<file path="src/design/pacrl_pkg.sv">
// ----------------------------------------------------------------------------
// pacrl_pkg
// Shared types and constants of the per-address credit rate limiter.
// ----------------------------------------------------------------------------
package pacrl_pkg;

    localparam int ADDR_W     = 32;
    localparam int TICK_W     = 32;
    localparam int CREDIT_W   = 32;
    localparam int TICK_SHIFT = 7;
    localparam int SUM_W      = CREDIT_W + TICK_SHIFT + 1;

    localparam int APB_DATA_W = 32;
    localparam int APB_ADDR_W = 4;

    localparam logic [1:0] REG_INITIAL_CREDIT = 2'd0;
    localparam logic [1:0] REG_CREDIT_CEILING = 2'd1;
    localparam logic [1:0] REG_PASS_COST      = 2'd2;
    localparam logic [1:0] REG_INVERT_VERDICT = 2'd3;

    typedef enum logic [4:0] {
        ST_CLEAR,
        ST_IDLE,
        ST_HEAD_RD,
        ST_HEAD_WT,
        ST_WALK_CHK,
        ST_WALK_CMP,
        ST_HIT_SUM,
        ST_HIT_UPD,
        ST_MISS,
        ST_UL_HASH,
        ST_UL_HRD,
        ST_UL_HWT,
        ST_UL_CHK,
        ST_UL_NXT,
        ST_UL_FIX,
        ST_INS_RD,
        ST_INS_WR,
        ST_OUT
    } t_state;

    typedef struct packed {
        logic clr_step;
        logic load;
        logic head_rd;
        logic walk_init;
        logic walk_rd;
        logic walk_cmp;
        logic hit_sum;
        logic hit_upd;
        logic miss_start;
        logic ul_hash;
        logic ul_head_rd;
        logic ul_init;
        logic ul_rd;
        logic ul_adv;
        logic ul_fix;
        logic ins_rd;
        logic ins_wr;
    } t_cmd;

    typedef struct packed {
        logic clr_done;
        logic src_zero;
        logic cur_end;
        logic addr_match;
        logic cur_is_slot;
        logic slot_used;
    } t_sts;

endpackage

</file>
<file path="src/design/pacrl_ctrl.sv">
// ----------------------------------------------------------------------------
// pacrl_ctrl
// Controller: sequences clearing, chain lookup, credit update and slot reuse.
// ----------------------------------------------------------------------------
module pacrl_ctrl import pacrl_pkg::*; (
    input  logic i_clk,
    input  logic i_rst_n,
    input  logic i_in_valid,
    output logic o_in_ready,
    output logic o_out_valid,
    input  logic i_out_ready,
    input  t_sts i_sts,
    output t_cmd o_cmd
);
    t_state r_state, n_state;

    always_ff @(posedge i_clk) begin
        if (!i_rst_n) begin
            r_state <= ST_CLEAR;
        end else begin
            r_state <= n_state;
        end
    end

    always_comb begin
        n_state = r_state;
        case (r_state)
            ST_CLEAR:    if (i_sts.clr_done) n_state = ST_IDLE;
            ST_IDLE: begin
                if (i_in_valid) n_state = i_sts.src_zero ? ST_OUT : ST_HEAD_RD;
            end
            ST_HEAD_RD:  n_state = ST_HEAD_WT;
            ST_HEAD_WT:  n_state = ST_WALK_CHK;
            ST_WALK_CHK: n_state = i_sts.cur_end ? ST_MISS : ST_WALK_CMP;
            ST_WALK_CMP: n_state = i_sts.addr_match ? ST_HIT_SUM : ST_WALK_CHK;
            ST_HIT_SUM:  n_state = ST_HIT_UPD;
            ST_HIT_UPD:  n_state = ST_OUT;
            ST_MISS:     n_state = ST_UL_HASH;
            ST_UL_HASH:  n_state = i_sts.slot_used ? ST_UL_HRD : ST_INS_RD;
            ST_UL_HRD:   n_state = ST_UL_HWT;
            ST_UL_HWT:   n_state = ST_UL_CHK;
            ST_UL_CHK: begin
                if (i_sts.cur_end) n_state = ST_INS_RD;
                else if (i_sts.cur_is_slot) n_state = ST_UL_FIX;
                else n_state = ST_UL_NXT;
            end
            ST_UL_NXT:   n_state = ST_UL_CHK;
            ST_UL_FIX:   n_state = ST_INS_RD;
            ST_INS_RD:   n_state = ST_INS_WR;
            ST_INS_WR:   n_state = ST_OUT;
            ST_OUT:      if (i_out_ready) n_state = ST_IDLE;
            default:     n_state = ST_CLEAR;
        endcase
    end

    always_comb begin
        o_cmd       = '0;
        o_in_ready  = 1'b0;
        o_out_valid = 1'b0;
        case (r_state)
            ST_CLEAR:    o_cmd.clr_step = 1'b1;
            ST_IDLE: begin
                o_in_ready = 1'b1;
                o_cmd.load = i_in_valid;
            end
            ST_HEAD_RD:  o_cmd.head_rd = 1'b1;
            ST_HEAD_WT:  o_cmd.walk_init = 1'b1;
            ST_WALK_CHK: o_cmd.walk_rd = !i_sts.cur_end;
            ST_WALK_CMP: o_cmd.walk_cmp = 1'b1;
            ST_HIT_SUM:  o_cmd.hit_sum = 1'b1;
            ST_HIT_UPD:  o_cmd.hit_upd = 1'b1;
            ST_MISS:     o_cmd.miss_start = 1'b1;
            ST_UL_HASH:  o_cmd.ul_hash = 1'b1;
            ST_UL_HRD:   o_cmd.ul_head_rd = 1'b1;
            ST_UL_HWT:   o_cmd.ul_init = 1'b1;
            ST_UL_CHK:   o_cmd.ul_rd = !i_sts.cur_end;
            ST_UL_NXT:   o_cmd.ul_adv = 1'b1;
            ST_UL_FIX:   o_cmd.ul_fix = 1'b1;
            ST_INS_RD:   o_cmd.ins_rd = 1'b1;
            ST_INS_WR:   o_cmd.ins_wr = 1'b1;
            ST_OUT:      o_out_valid = 1'b1;
            default: ;
        endcase
    end

`ifndef SYNTH
    a_ready_only_idle: assert property (@(posedge i_clk) disable iff (!i_rst_n)
        o_in_ready |-> !o_out_valid)
        else $error("input taken while a verdict is pending");
    a_hit_after_sum: assert property (@(posedge i_clk) disable iff (!i_rst_n)
        o_cmd.hit_sum |=> o_cmd.hit_upd)
        else $error("credit sum not followed by update");
    a_insert_then_out: assert property (@(posedge i_clk) disable iff (!i_rst_n)
        o_cmd.ins_wr |=> o_out_valid)
        else $error("insert not followed by verdict");
`endif
endmodule

</file>
<file path="config.mk">
export PLATFORM = sky130hd
export DESIGN_NAME = pacrl_ctrl
export DESIGN_NICKNAME = d
export VERILOG_FILES = /design/src/design/pacrl_pkg.sv /design/src/design/pacrl_ctrl.sv
export SDC_FILE = /design/constraint.sdc
export NUM_CORES = 1
export LEC_CHECK = 0
export BUFFER_PORTS_ARGS = -buffer_cell sky130_fd_sc_hd__buf_2
export CAP_MARGIN = 20
export CELL_PAD_IN_SITES_DETAIL_PLACEMENT = 1
export CELL_PAD_IN_SITES_GLOBAL_PLACEMENT = 1
export CORE_MARGIN = 2
export CORE_UTILIZATION = 25
export DETAILED_ROUTE_END_ITERATION = 16
export HOLD_SLACK_MARGIN = 0.12
export MAX_ROUTING_LAYER = met4
export PLACE_DENSITY_LB_ADDON = 0.05
export SLEW_MARGIN = 20
export SYNTH_ARGS = -nofsm -noshare
export SYNTH_HDL_FRONTEND = slang
export SYNTH_SLANG_ARGS = --single-unit
</file>
<file path="constraint.sdc">
create_clock -name i_clk -period 1.5 [get_ports i_clk]
set_input_delay 0.3 -clock i_clk [delete_from_list [all_inputs] [get_ports i_clk]]
set_output_delay 0.3 -clock i_clk [all_outputs]
set_load 0.005 [all_outputs]
</file>
==> impl_results.md <==
- Status: complete, but fails checks
- Violated checks: negative setup slack
- Most frequent cell after synthesis: nor2_1
- Multi-input gate area: roughly 530 sq um
- Cells on worst reg2reg path: 5
- Power per cell area: 863 nW/um^2
- Most common library cells after synthesis: 17 x nor2_1, 8 x nor3_1, 6 x nand2b_1
- Clk Latency, worst-skew pair: 240 ps
- Critical path type: reg -> out
- CTS tree: done
- Worst-Margin Slew: 341 ps
- Final Max Slew Viols: 0
- CTS sink count: 5
- Top FF cell, synth: dfxtp_1
- Syn avg cell area: roughly 6.6 sq um
- Final hold vios: 0
- # rows: 16
- Post-synthesis simple-gate area fraction: 55.9%
- Critical Path Source: r_state[1]$_SDFFE_PN0P_
- Setup WS post-layout: -163 ps
- # fillers: 254
- Antenna violations before repair: 0
- Yosys top cell by area: dfxtp_1
- Share of the yosys chip area belonging to registers: between 10% and 20%
- Core ar.: 2000 sq um
- CTS Buffer Depth: 2
- Worst EP arrival: 1360 ps
- GPL Wtd Cong: 0.847
- Max FO, Critical Path: 4
- RSZ-0062 raised after global routing: yes
- Max Cap Viol: 0
- Syn Nets: 92
- DRC Markers: 0
- Seq. cell area: around 110 sq um
- Post-Layout Cell Count: 160
- Placed Area: between 800 and 900 sq um
- Inst Count DP: about 140
- First-pass GRT wire length: 3.46 mm
- Largest Register: r_state
- Yosys cell types: 35
- Largest net degree at the start of global routing: 15
- Hold_ws: 335 ps
- Synth Area in Adders: 0%
- Post-route cell area: 1100 sq um
- Final Cycle Share: 111%
- Starting DRT DRC Count: 0
- Peak supply drop: 0.627 mV
- Largest family of logic cells by synthesized area: simple AND/OR/NAND/NOR gates
- Seq cells post-synth: 5
- Worst Hold Class: in -> reg
- Root Driver: clkbuf_4
- Drt first pass iters: 1
- Clock buffer count from CTS: 3
- PortBufs: 28
- Post-synthesis to final-layout area growth: 103%
- Cells after synthesis: about 80
- Cell Area, Synth: 542 sq um
- Total power: 0.000951 W
- Synth warnings: 0
- Peak Freq: 601 MHz
- Hold path cells: 2
- Min Tclk post-route: 1660 ps
- Final setup viols: 18
- Final antenna diode count: 0
- Synth top area share: 18.5%
- Hold buffers post-CTS: 0
- EDFF count, synth: 0
- Largest regs: r_state x5
- Routed vias/inst: 4.88
- H-tree depth: 1
- Crit Reg-Reg Startpoint: r_state[1]$_SDFFE_PN0P_
- DPL Wire Length: 1.50 mm
- Synth top area cells: dfxtp_1 18%, nor2_1 12%, nor3_1 7.4%, nand2b_1 6.9%, or3_1 5.8%
- Antenna-violating nets left: 0
- Routed Wire Length: 2.17 mm
- Io pins: 29
- Max reg flops: 5
- Die W: 50.6 microns
- Post-synthesis compound-gate area fraction: a little under a fifth
- Grt total ovfl: 0
- Clock-pin slew on the worst setup and hold paths: 50 ps
- Startpoint class of the critical path: flip-flop
- Share of layout cells above drive strength 1: 66.2%
- DR vias: approximately 780
- Final Skew: 3.57 ps
- Reg-to-reg slack, setup: -90 ps
- Number of global-route vias before repair: 763
- Die Height: around 51 microns
- Worst setup EP type: primary output
- P_leak: around 0.53 nW
- Initial Utilization: 27.1%
- Synth Area in XOR/XNOR: 0%
- Req. time, crit path: 1200 ps
- Die Area: 2560 sq um
- Post-synthesis async set-or-reset flop share: 0%
- R2R Path End: r_state[0]$_SDFFE_PN0P_
- Post-synthesis mux area share: 2.08%
- Routed len/inst: 13.6 microns
- HP Start: i_rst_n
- Total Routing Usage GR: between 10% and 20%
- Slew headroom: 77.1%
- Nets: 144
- Worst min-delay path endpoint: r_state[2]$_SDFFE_PN0P_
==> through the flow <==
step	util (%)	setup TNS, ps	setup slack [ps]
2_1_floorplan	-	0	29.7
3_3_place_gp	40.1	-37.0	-36.7
3_5_place_dp	40.1	-53.4	-24.0
4_1_cts	48.2	-1320	-166
5_1_grt	55.1	-2600	-225
6_report	55.1	-1270	-163
==> worst max-delay path, stage by stage (launching register included) <==
cell,delay [ps]
dfxtp_2,340
or3b_4,410
nor3_2,130
and2_1,140
buf_2,100
==> cell families after synthesis <==
group                  after synthesis
AND/OR/NAND/NOR                     55
AO/OA/AOI/OAI                       14
multiplexers                         1
buffers and inverters                7
flip-flops                           5
==> worst max path at each step <==
stage | cells after the start | to
4_1_cts | 4 | o_cmd[15]
3_3_place_gp | 5 | r_state[0]$_SDFFE_PN0P_
6_report | 4 | o_cmd[15]
3_5_place_dp | 4 | o_cmd[15]
2_1_floorplan | 3 | o_cmd[15]
5_1_grt | 4 | o_cmd[16]
==> cell usage in the layout, fill, tap and decap left out, types with 2 or more instances in the layout <==
cell type  count
nand2b_1       4
nor2b_1        2
nor2_4         2
or3_1          2
dfxtp_4        2
buf_6          9
a21o_1         2
nand2b_4       2
or3_4          4
buf_4         13
clkbuf_4       3
nor3_2         6
nor2_1        12
nand2_1        3
buf_2         28
a21oi_1        2
nor3_1         2
nor2_2         3
or3b_4         2
a211oi_1       2
dfxtp_2        3
==> report_power, final <==
group / total (W) / switching, W / internal, W
Sequential: 0.000182 / 0.0000238 / 0.000158
Clock: 0.000154 / 0.0000531 / 0.000100
Combinational: 0.000615 / 0.000272 / 0.000343
==> routing by layer <==
layer	wire length, microns	global-route usage, %
met1	932	21.0
met2	1170	33.3
met3	67	1.79
met4	0	5.41
met5	0	-
==> final cells by class <==
cell class	count	area share (%)
clock buffers	4	2.38
flip-flops and latches	5	10.1
multi-input cells	70	47.9
well taps	27	3.06
repair buffers	53	36.2
inverters	1	0.341
==> repair_timing <==
item	in CTS	in global routing
endpoints found under the setup margin	21	23
pin swaps	12	7
buffers inserted	6	5
hold endpoints to repair	0	0
resized for setup	25	19
cloned	0	1
No activity file was read; power rests on OpenSTA's default activity.
